`src/rtl/core/akcr_pkg.sv`:
```
package akcr_pkg;

    // Field widths.
    localparam int unsigned SAMPLE_W = 12;
    localparam int unsigned GAIN_W   = 16;
    localparam int unsigned PCT_W    = 15;
    localparam int unsigned CFG_W    = 16;
    localparam int unsigned CFG_IDX_W = 2;

    // Averaging group. The group size is a power of two, so the average is a shift.
    localparam int unsigned GROUP_SIZE = 16;
    localparam int unsigned GROUP_LOG2 = $clog2(GROUP_SIZE);
    localparam int unsigned SUM_W      = SAMPLE_W + GROUP_LOG2;
    localparam int unsigned CNT_W      = (GROUP_LOG2 > 0) ? GROUP_LOG2 : 1;

    // Scaling: percent_q8 = floor(avg * gain * 25600 / (4095 * 4096))
    //                     = floor(floor(avg * gain * 25 / 4) / 4095).
    localparam int unsigned FULL_SCALE = 4095;
    localparam int unsigned PCT_MAX    = 25600;
    localparam int unsigned SCALE_NUM  = 25;
    localparam int unsigned PROD_W     = SAMPLE_W + GAIN_W + 1;
    localparam int unsigned POS_W      = PROD_W - 2;
    localparam int unsigned SCALED_W   = 32;
    localparam int unsigned QUOT_W     = PCT_W;
    localparam int unsigned DIV_W      = SAMPLE_W + QUOT_W;
    localparam int unsigned CLAMP_LIMIT = (PCT_MAX + 1) * FULL_SCALE;

    // Queue between front and back.
    localparam int unsigned Q_DEPTH = 2;
    localparam int unsigned Q_AW    = $clog2(Q_DEPTH);

    // Register indexes of the configuration port.
    typedef enum logic [CFG_IDX_W-1:0] {
        CFG_THRESHOLD = 2'd0,
        CFG_GAIN      = 2'd1,
        CFG_ENABLE    = 2'd2
    } cfg_index_t;

    // Configuration register set.
    typedef struct packed {
        logic [SAMPLE_W-1:0]      threshold;
        logic signed [GAIN_W-1:0] gain;
        logic                     enable;
    } akcr_cfg_t;

    // Queue status seen by the front and the back.
    typedef struct packed {
        logic full;
        logic empty;
    } akcr_q_status_t;

endpackage

```
`src/rtl/core/akcr_fifo.sv`:
```
module akcr_fifo (
    input  logic                           clk,
    input  logic                           rst_n,
    input  logic                           push,
    input  logic [akcr_pkg::SAMPLE_W-1:0]  push_data,
    input  logic                           pop,
    output logic [akcr_pkg::SAMPLE_W-1:0]  pop_data,
    output akcr_pkg::akcr_q_status_t       status
);
    import akcr_pkg::*;

    logic [SAMPLE_W-1:0] entry_reg [Q_DEPTH];
    logic [Q_AW-1:0]     wr_ptr_reg;
    logic [Q_AW-1:0]     rd_ptr_reg;
    logic [Q_AW:0]       fill_reg;

    // Storage writes.
    always_ff @(posedge clk)
    begin
        if (push)
        begin
            entry_reg[wr_ptr_reg] <= push_data;
        end
    end

    // Pointers and fill level.
    always_ff @(posedge clk or negedge rst_n)
    begin
        if (!rst_n)
        begin
            wr_ptr_reg <= '0;
            rd_ptr_reg <= '0;
            fill_reg   <= '0;
        end
        else
        begin
            if (push)
            begin
                wr_ptr_reg <= (wr_ptr_reg == Q_AW'(Q_DEPTH - 1)) ? '0 : wr_ptr_reg + 1'b1;
            end
            if (pop)
            begin
                rd_ptr_reg <= (rd_ptr_reg == Q_AW'(Q_DEPTH - 1)) ? '0 : rd_ptr_reg + 1'b1;
            end
            if (push && !pop)
            begin
                fill_reg <= fill_reg + 1'b1;
            end
            else if (pop && !push)
            begin
                fill_reg <= fill_reg - 1'b1;
            end
        end
    end

    assign pop_data     = entry_reg[rd_ptr_reg];
    assign status.full  = (fill_reg == (Q_AW + 1)'(Q_DEPTH));
    assign status.empty = (fill_reg == '0);

endmodule

```
`src/rtl/core/akcr_front.sv`:
```
module akcr_front (
    input  logic                           clk,
    input  logic                           rst_n,
    input  akcr_pkg::akcr_cfg_t            cfg,
    input  logic                           in_valid,
    output logic                           in_stall,
    input  logic [akcr_pkg::SAMPLE_W-1:0]  adc_sample,
    input  akcr_pkg::akcr_q_status_t       q_status,
    output logic                           push,
    output logic [akcr_pkg::SAMPLE_W-1:0]  push_data
);
    import akcr_pkg::*;

    logic [SUM_W-1:0]    sum_reg, sum_next;
    logic [CNT_W-1:0]    count_reg, count_next;
    logic [SAMPLE_W-1:0] last_reg, last_next;
    logic [SUM_W-1:0]    sum_full;
    logic [SAMPLE_W-1:0] avg;
    logic [SAMPLE_W-1:0] diff;
    logic                accept;
    logic                group_done;
    logic                big_change;
    logic                endpoint_hit;
    logic                report;

    // Stall while the queue has no room for a possible report.
    assign in_stall = q_status.full;
    assign accept   = in_valid && !in_stall;

    // Running sum and the average of a finished group.
    assign sum_full   = sum_reg + SUM_W'(adc_sample);
    assign avg        = sum_full[GROUP_LOG2 +: SAMPLE_W];
    assign group_done = (count_reg == CNT_W'(GROUP_SIZE - 1));

    // Change detection against the last reported average.
    assign diff         = (avg > last_reg) ? avg - last_reg : last_reg - avg;
    assign big_change   = diff > cfg.threshold;
    assign endpoint_hit = (avg == '0 || avg == SAMPLE_W'(FULL_SCALE))
                       && !(last_reg == '0 || last_reg == SAMPLE_W'(FULL_SCALE));
    assign report       = accept && group_done && cfg.enable && (big_change || endpoint_hit);

    assign push      = report;
    assign push_data = avg;

    // Next state of the accumulator.
    always_comb
    begin
        sum_next   = sum_reg;
        count_next = count_reg;
        last_next  = last_reg;
        if (accept)
        begin
            if (group_done)
            begin
                sum_next   = '0;
                count_next = '0;
            end
            else
            begin
                sum_next   = sum_full;
                count_next = count_reg + 1'b1;
            end
        end
        if (report)
        begin
            last_next = avg;
        end
    end

    always_ff @(posedge clk or negedge rst_n)
    begin
        if (!rst_n)
        begin
            sum_reg   <= '0;
            count_reg <= '0;
            last_reg  <= '0;
        end
        else
        begin
            sum_reg   <= sum_next;
            count_reg <= count_next;
            last_reg  <= last_next;
        end
    end

endmodule

```
`src/rtl/core/akcr_back.sv`:
```
module akcr_back (
    input  logic                           clk,
    input  logic                           rst_n,
    input  akcr_pkg::akcr_cfg_t            cfg,
    input  akcr_pkg::akcr_q_status_t       q_status,
    output logic                           pop,
    input  logic [akcr_pkg::SAMPLE_W-1:0]  pop_data,
    output logic                           out_valid,
    input  logic                           out_stall,
    output logic [akcr_pkg::PCT_W-1:0]     percent_q8,
    output logic [akcr_pkg::SAMPLE_W-1:0]  average_reading
);
    import akcr_pkg::*;

    typedef enum logic [2:0] {
        ST_IDLE,
        ST_MUL,
        ST_SCALE,
        ST_DIV,
        ST_FIX,
        ST_OUT
    } state_t;

    state_t                     state_reg;
    logic [SAMPLE_W-1:0]        avg_reg;
    logic signed [PROD_W-1:0]   prod_reg;
    logic [DIV_W-1:0]           dvd_reg;
    logic [QUOT_W-1:0]          est_reg;
    logic                       out_valid_reg;
    logic [PCT_W-1:0]           pct_reg;
    logic [SAMPLE_W-1:0]        avg_out_reg;

    logic signed [PROD_W-1:0]   mul_c;
    logic [SCALED_W-1:0]        scaled_c;
    logic [SCALED_W-3:0]        quarter_c;
    logic [DIV_W-1:0]           est_sum_c;
    logic [QUOT_W-1:0]          est_c;
    logic [DIV_W-1:0]           back_c;
    logic [DIV_W-1:0]           rem_c;
    logic                       fix_c;

    assign pop = (state_reg == ST_IDLE) && !q_status.empty;

    // Signed product of the average and the gain.
    assign mul_c = PROD_W'($signed({1'b0, avg_reg})) * PROD_W'(cfg.gain);

    // Times 25, then a quarter: the dividend for the divide by full scale.
    assign scaled_c  = SCALED_W'(prod_reg[POS_W-1:0]) * SCALED_W'(SCALE_NUM);
    assign quarter_c = scaled_c[SCALED_W-1:2];

    // Full scale is 4096 - 1, so x * (1 + 1/4096) / 4096 is a quotient estimate
    // that never overshoots and falls short by at most one.
    assign est_sum_c = dvd_reg + DIV_W'(dvd_reg[DIV_W-1:SAMPLE_W]);
    assign est_c     = est_sum_c[DIV_W-1:SAMPLE_W];

    // Remainder left by the estimate; a full scale still in it adds one.
    assign back_c = {est_reg, SAMPLE_W'(0)} - DIV_W'(est_reg);
    assign rem_c  = dvd_reg - back_c;
    assign fix_c  = (rem_c >= DIV_W'(FULL_SCALE));

    // Sequencer: fetch, multiply, scale and clamp, estimate, correct, deliver.
    always_ff @(posedge clk or negedge rst_n)
    begin
        if (!rst_n)
        begin
            state_reg     <= ST_IDLE;
            avg_reg       <= '0;
            prod_reg      <= '0;
            dvd_reg       <= '0;
            est_reg       <= '0;
            out_valid_reg <= 1'b0;
            pct_reg       <= '0;
            avg_out_reg   <= '0;
        end
        else
        begin
            unique case (state_reg)
                ST_IDLE:
                begin
                    if (!q_status.empty)
                    begin
                        avg_reg   <= pop_data;
                        state_reg <= ST_MUL;
                    end
                end
                ST_MUL:
                begin
                    prod_reg  <= mul_c;
                    state_reg <= ST_SCALE;
                end
                ST_SCALE:
                begin
                    avg_out_reg <= avg_reg;
                    if (prod_reg <= 0)
                    begin
                        pct_reg       <= '0;
                        out_valid_reg <= 1'b1;
                        state_reg     <= ST_OUT;
                    end
                    else if (quarter_c >= (SCALED_W - 2)'(CLAMP_LIMIT))
                    begin
                        pct_reg       <= PCT_W'(PCT_MAX);
                        out_valid_reg <= 1'b1;
                        state_reg     <= ST_OUT;
                    end
                    else
                    begin
                        dvd_reg   <= quarter_c[DIV_W-1:0];
                        state_reg <= ST_DIV;
                    end
                end
                ST_DIV:
                begin
                    est_reg   <= est_c;
                    state_reg <= ST_FIX;
                end
                ST_FIX:
                begin
                    pct_reg       <= est_reg + PCT_W'(fix_c);
                    out_valid_reg <= 1'b1;
                    state_reg     <= ST_OUT;
                end
                ST_OUT:
                begin
                    if (!out_stall)
                    begin
                        out_valid_reg <= 1'b0;
                        state_reg     <= ST_IDLE;
                    end
                end
                default:
                begin
                    state_reg <= ST_IDLE;
                end
            endcase
        end
    end

    assign out_valid       = out_valid_reg;
    assign percent_q8      = pct_reg;
    assign average_reading = avg_out_reg;

endmodule

```
`src/rtl/core/averaged_knob_change_reporter_core.sv`:
```
// Takes one sample beat per cycle unless stalled; a group's report is queued at the edge
// taking its last sample, then fetched, multiplied, scaled, estimated and corrected (zero or
// clamped skip the last two). The back end takes a new report only after delivering the
// last, output stalls included; a two-entry queue absorbs reports, and the input stalls
// only when it is full. Reset (rst_n, asynchronous, active low) clears the sum, sample count,
// last reported average and queue, and loads threshold 20, gain 1.0 and reports enabled.
module averaged_knob_change_reporter_core (
    input  logic                             clk,
    input  logic                             rst_n,
    input  logic                             in_valid,
    output logic                             in_stall,
    input  logic [akcr_pkg::SAMPLE_W-1:0]    adc_sample,
    input  logic                             cfg_valid,
    output logic                             cfg_ready,
    input  logic [akcr_pkg::CFG_IDX_W-1:0]   cfg_index,
    input  logic [akcr_pkg::CFG_W-1:0]       cfg_data,
    output logic                             out_valid,
    input  logic                             out_stall,
    output logic [akcr_pkg::PCT_W-1:0]       percent_q8,
    output logic [akcr_pkg::SAMPLE_W-1:0]    average_reading
);
    import akcr_pkg::*;

    akcr_cfg_t           cfg_reg;
    akcr_q_status_t      q_status;
    logic                push;
    logic [SAMPLE_W-1:0] push_data;
    logic                pop;
    logic [SAMPLE_W-1:0] pop_data;

    // Configuration registers; unknown indexes are ignored.
    assign cfg_ready = 1'b1;

    always_ff @(posedge clk or negedge rst_n)
    begin
        if (!rst_n)
        begin
            cfg_reg.threshold <= SAMPLE_W'(20);
            cfg_reg.gain      <= GAIN_W'(4096);
            cfg_reg.enable    <= 1'b1;
        end
        else if (cfg_valid && cfg_ready)
        begin
            unique case (cfg_index)
                CFG_THRESHOLD: cfg_reg.threshold <= cfg_data[SAMPLE_W-1:0];
                CFG_GAIN:      cfg_reg.gain      <= cfg_data[GAIN_W-1:0];
                CFG_ENABLE:    cfg_reg.enable    <= cfg_data[0];
                default:       cfg_reg           <= cfg_reg;
            endcase
        end
    end

    akcr_front u_front (
        .clk        (clk),
        .rst_n      (rst_n),
        .cfg        (cfg_reg),
        .in_valid   (in_valid),
        .in_stall   (in_stall),
        .adc_sample (adc_sample),
        .q_status   (q_status),
        .push       (push),
        .push_data  (push_data)
    );

    akcr_fifo u_fifo (
        .clk       (clk),
        .rst_n     (rst_n),
        .push      (push),
        .push_data (push_data),
        .pop       (pop),
        .pop_data  (pop_data),
        .status    (q_status)
    );

    akcr_back u_back (
        .clk             (clk),
        .rst_n           (rst_n),
        .cfg             (cfg_reg),
        .q_status        (q_status),
        .pop             (pop),
        .pop_data        (pop_data),
        .out_valid       (out_valid),
        .out_stall       (out_stall),
        .percent_q8      (percent_q8),
        .average_reading (average_reading)
    );

    // The queue is never written while full nor read while empty.
    a_no_overflow: assert property (@(posedge clk) disable iff (!rst_n)
        push |-> !q_status.full)
        else $error("report pushed into a full queue");

    a_no_underflow: assert property (@(posedge clk) disable iff (!rst_n)
        pop |-> !q_status.empty)
        else $error("report popped from an empty queue");

    // A report never exceeds full scale, and a zero average always gives zero percent.
    a_pct_range: assert property (@(posedge clk) disable iff (!rst_n)
        out_valid |-> (percent_q8 <= PCT_W'(PCT_MAX)))
        else $error("percent_q8 above 100 percent");

    a_zero_avg: assert property (@(posedge clk) disable iff (!rst_n)
        (out_valid && average_reading == '0) |-> (percent_q8 == '0))
        else $error("nonzero percent for a zero average");

endmodule
```
`config.mk`:
```
export PLATFORM = sky130hd
export DESIGN_NAME = averaged_knob_change_reporter_core
export DESIGN_NICKNAME = d
export VERILOG_FILES = /design/src/rtl/core/akcr_pkg.sv /design/src/rtl/core/akcr_fifo.sv /design/src/rtl/core/akcr_front.sv /design/src/rtl/core/akcr_back.sv /design/src/rtl/core/averaged_knob_change_reporter_core.sv
export SDC_FILE = /design/constraint.sdc
export NUM_CORES = 1
export LEC_CHECK = 0
export ABC_AREA = 1
export BUFFER_PORTS_ARGS = -buffer_cell sky130_fd_sc_hd__buf_2
export CORE_MARGIN = 1.5
export CORE_UTILIZATION = 55
export DETAILED_ROUTE_END_ITERATION = 8
export PLACE_DENSITY = 0.72
export SYNTH_ARGS = -nofsm -noshare
export SYNTH_HDL_FRONTEND = slang
export SYNTH_SLANG_ARGS = --single-unit
```
`constraint.sdc`:
```
create_clock -name clk -period 16 [get_ports clk]
set_input_delay 2.4 -clock clk [delete_from_list [all_inputs] [get_ports clk]]
set_output_delay 2.4 -clock clk [all_outputs]
set_load 0.01 [all_outputs]
```
==> metrics.md <==
| Metric | Value |
|---|---|
| Area of the multi-input gates | `15920 um^2` |
| Setup violators final | `0` |
| Worst r2r dst | `u_fifo.entry_reg[1][11]` |
| Worst Setup Start Kind | `input pin` |
| Actual transition at the worst max-transition pin | `~0.97 ns` |
| Count of fill cells added during filler insertion | `roughly 4000` |
| Remaining Overflow, GRT | `0` |
| Std-Cell Core Area | `approximately 43000 um^2` |
| Final Critical Period | `roughly 8.7 ns` |
| Min-delay worst type | `reg2reg` |
| CP max stage delay | `0.77 ns` |
| Xor/xnor cell area share of the yosys netlist | `roughly 2.3%` |
| Worst flop-to-flop path startpoint | `u_front.sum_reg[2]` |
| Clock Tree Root | `sky130_fd_sc_hd__clkbuf_16` |
| Avg Vias per Cell | `5.260` |
| Post-CTS Hold Fix Bufs | `0` |
| Final worst-path cycle share | `approximately 54%` |
| Fmax | `approximately 120 MHz` |
| Portion of the post-synthesis area used by sequential elements | `21.52%` |
| Post-synthesis compound-gate area fraction | `8.648%` |
| Synth Area per Inst | `between 7 and 8 um^2` |
| Placement row count | `between 70 and 80` |
| Wire length per cell | `around 16 um` |
| Largest driver fanout on the critical path | `16` |
| Pin count of the biggest net entering global routing | `74` |
| Gate count after technology mapping | `between 3000 and 4000` |
| Overall fraction of global-route tracks in use | `between 20% and 30%` |
| Post-synthesis to final-layout area growth | `6.615%` |
| Master of the slowest instance on the critical path | `sky130_fd_sc_hd__nor2_1` |
| Min-Delay Startpoint | `u_back.out_valid` |
| NumNets Final | `3837` |
| Fraction of layout instances using a drive strength above 1 | `about 4.8%` |
| Number of pins exceeding their max-slew limit in the final report | `0` |
| Post-synth EDFFs | `24` |
| Top cell type's share of synthesized area | `roughly 18%` |
| Cts bufs inserted | `25` |
| RSZ-0062 raised after global routing | `false` |
| Total setup buffers inserted after CTS | `0` |
| Horizontal extent of the die | `212.7 um` |
| Number of hold violations in the final report | `0` |
| FF+latch count, synth | `about 200` |
| DP HPWL | `50300 um` |
| Vias in the first global route | `approximately 20000` |
| Required @ worst endpoint | `approximately 16 ns` |
| Count of buffers from port buffering | `63` |
| Setup slack of the worst register-to-register path | `8.91 ns` |
| DRT iter0 DRCs | `around 1400` |
| Number of remaining DRC errors | `0` |
| Number of maximum-capacitance violations | `0` |
| Setup tns final | `0 ns` |
| Routability-driven placement congestion ratio | `around 0.93` |
| Simple-gate portion of the synthesized area | `23.05%` |
| Post-Synthesis Cell Area | `24190 um^2` |
| Overall die height | `212.7 um` |
| Warnings from Yosys | `0` |
| First-pass GRT wire length | `roughly 100000 um` |
| Worst slew slack as a fraction of its limit | `a little over a third` |
| Clock insertion delay at the later pin of the skew report | `roughly 0.55 ns` |
| Library cells used by synthesis | `56` |
| Max Clock Skew | `around 0.010 ns` |
| Initial core utilization | `between 50% and 60%` |
| Clock Tree Buf Depth | `3` |
| Total clock sinks | `just over 200` |
| Residual antenna-violating net count after detailed routing | `0` |
| Number of top-level pins | `65` |
| Hold path endpoint | `u_back.out_valid` |
| Post-synth top area cell | `sky130_fd_sc_hd__dfrtp_1` |
| Clock slew seen by the registers of the worst setup and hold paths | `approximately 0.05 ns` |
| Main combinational cell family by area after synthesis | `adder cells` |
| Wire length after detailed routing | `around 61000 um` |
| Count of vias placed by the detailed router | `between 20000 and 25000` |
| R2R depth | `27` |
| Clock tree from TritonCTS | `done` |
| Critical path start-end classification | `in2reg` |
| Critical path capture point type | `flop` |
| Post-synth top flop | `sky130_fd_sc_hd__dfrtp_1` |
| Share of cell area taken by muxes after synthesis | `less than 1%` |
| Net Count, Synth | `between 3000 and 4000` |
| Largest cells by area after synthesis | `sky130_fd_sc_hd__dfrtp_1, sky130_fd_sc_hd__fa_1, sky130_fd_sc_hd__ha_1` |
| Depth of the CTS H-tree | `1` |
| Seq. cell area | `~5200 um^2` |
| Async S/R FF share, synth | `approximately nine tenths` |
| Status | `completed` |
| Adder-Cell Fraction of Synth Area | `31.48%` |
| First drt pass iteration count | `5` |
| Die area | `approximately 45000 um^2` |
| Number of instances on the worst hold path | `2` |
| Post_cts resized | `0` |
| Arrival time at the worst endpoint | `8.83 ns` |
| Antenna violations before repair | `1` |
-- Yosys cell counts, types with 3 or more instances --
cell / number
sky130_fd_sc_hd__a21boi_0: 5
sky130_fd_sc_hd__xor2_1: 39
sky130_fd_sc_hd__o22ai_1: 9
sky130_fd_sc_hd__o211ai_1: 7
sky130_fd_sc_hd__o21ai_0: 151
sky130_fd_sc_hd__buf_1: 10
sky130_fd_sc_hd__fa_1: 206
sky130_fd_sc_hd__mux2_2: 4
sky130_fd_sc_hd__o21bai_1: 9
sky130_fd_sc_hd__nor3_1: 26
sky130_fd_sc_hd__nor3b_1: 4
sky130_fd_sc_hd__nand3_1: 151
sky130_fd_sc_hd__nand3b_1: 10
sky130_fd_sc_hd__a211oi_1: 4
sky130_fd_sc_hd__a31o_2: 3
sky130_fd_sc_hd__o31ai_1: 14
sky130_fd_sc_hd__inv_2: 4
sky130_fd_sc_hd__dfstp_2: 4
sky130_fd_sc_hd__inv_1: 732
sky130_fd_sc_hd__nor2_2: 7
sky130_fd_sc_hd__nand2_2: 5
sky130_fd_sc_hd__dfrtp_1: 175
sky130_fd_sc_hd__a21o_1: 8
sky130_fd_sc_hd__nand2_4: 3
sky130_fd_sc_hd__nand4_1: 46
sky130_fd_sc_hd__edfxtp_1: 24
sky130_fd_sc_hd__a21oi_1: 128
sky130_fd_sc_hd__nor2_1: 168
sky130_fd_sc_hd__xnor2_1: 22
sky130_fd_sc_hd__or2_2: 9
sky130_fd_sc_hd__buf_6: 3
sky130_fd_sc_hd__nor4_1: 7
sky130_fd_sc_hd__o21ai_1: 16
sky130_fd_sc_hd__clkbuf_1: 53
sky130_fd_sc_hd__ha_1: 279
sky130_fd_sc_hd__a31oi_1: 8
sky130_fd_sc_hd__buf_4: 5
sky130_fd_sc_hd__nand2_1: 906
sky130_fd_sc_hd__o21a_1: 4
-- per-stage QoR --
step | utilization, % | hold slack [ns] | instances | setup slack, ns | cell area, um^2
2_1_floorplan | - | 0.4419 | 3292 | 8.436 | 24190
3_3_place_gp | 57.80 | 0.4529 | 3875 | 7.118 | 25010
3_5_place_dp | 57.80 | 0.4576 | 3875 | 6.910 | 25010
4_1_cts | 59.61 | 0.4711 | 3918 | 7.455 | 25790
5_1_grt | 59.61 | 0.4868 | 3919 | 6.780 | 25790
6_report | 59.61 | 0.4721 | 3919 | 7.331 | 25790
-- layer usage --
| metal | track usage (%) | vias to the layer above | wire [um] |
|---|---|---|---|
| li1 | - | 10238 | - |
| met1 | 37.07 | 9801 | 27360 |
| met2 | 49.34 | 498 | 29850 |
| met3 | 2.221 | 75 | 2488 |
| met4 | 5.649 | 0 | 1193 |
| met5 | 0 | - | 0 |
-- worst max-delay path by stage --
stage | from | to | slack [ns] | cells past startpoint
floorplan | adc_sample[0] | u_fifo.entry_reg[1][0] | 8.44 | 28
global placement | adc_sample[2] | u_fifo.entry_reg[1][9] | 7.12 | 28
detailed placement | adc_sample[2] | u_fifo.entry_reg[1][9] | 6.91 | 28
CTS | adc_sample[2] | u_fifo.entry_reg[1][11] | 7.46 | 28
global route | adc_sample[2] | u_fifo.entry_reg[1][11] | 6.78 | 30
finish | adc_sample[2] | u_fifo.entry_reg[1][11] | 7.33 | 28
-- critical path: cells and delay by family --
kind                       cells  cell delay, ns
adders and majority gates      3            1.17
and+or+nand+nor                9            1.96
buffers and inverters          4            0.71
AOI/OAI and AO/OA             10            1.75
xor gates and xnor gates       2            0.81
-- layout by cell type (no fill, tap or decap), types with 7 or more instances in the layout --
cell type	count
sky130_fd_sc_hd__a21oi_1	128
sky130_fd_sc_hd__buf_2	62
sky130_fd_sc_hd__nand3_1	151
sky130_fd_sc_hd__or2_2	9
sky130_fd_sc_hd__o21ai_0	151
sky130_fd_sc_hd__dfrtp_1	175
sky130_fd_sc_hd__a31oi_1	8
sky130_fd_sc_hd__nor3_1	23
sky130_fd_sc_hd__xor2_1	39
sky130_fd_sc_hd__clkbuf_16	25
sky130_fd_sc_hd__nand3b_1	10
sky130_fd_sc_hd__fa_1	206
sky130_fd_sc_hd__nand2_1	906
sky130_fd_sc_hd__nand4_1	46
sky130_fd_sc_hd__nor2_1	168
sky130_fd_sc_hd__edfxtp_1	24
sky130_fd_sc_hd__nor4_1	7
sky130_fd_sc_hd__ha_1	279
sky130_fd_sc_hd__o21bai_1	9
sky130_fd_sc_hd__o22ai_1	9
sky130_fd_sc_hd__o31ai_1	14
sky130_fd_sc_hd__inv_1	732
sky130_fd_sc_hd__buf_4	9
sky130_fd_sc_hd__nor2_2	7
sky130_fd_sc_hd__o21ai_1	16
sky130_fd_sc_hd__o211ai_1	7
sky130_fd_sc_hd__a21o_1	8
sky130_fd_sc_hd__xnor2_1	22
-- final cells by class --
type | count | share of cell area, %
Antenna cell | 1 | 0.009702
Clock buffer | 36 | 2.780
Clock inverter | 7 | 0.2523
Inverter | 736 | 10.71
Multi-Input combinational cell | 2279 | 61.71
Sequential cell | 203 | 20.18
Tap cell | 585 | 2.838
Timing Repair Buffer | 72 | 1.518
-- cell families (layout without fill, tap and decap cells) --
group | Yosys count | count (layout)
buf+inv | 810 | 851
compound gates | 377 | 377
simple gates | 1348 | 1348
flops | 203 | 203
other cells | 1 | 2
mux | 6 | 6
xor+xnor | 62 | 62
fa+ha+maj | 485 | 485
Power is left out: the tool's default activity adds up to more than one toggle a clock period on the data nets, which glitch-free logic cannot reach.
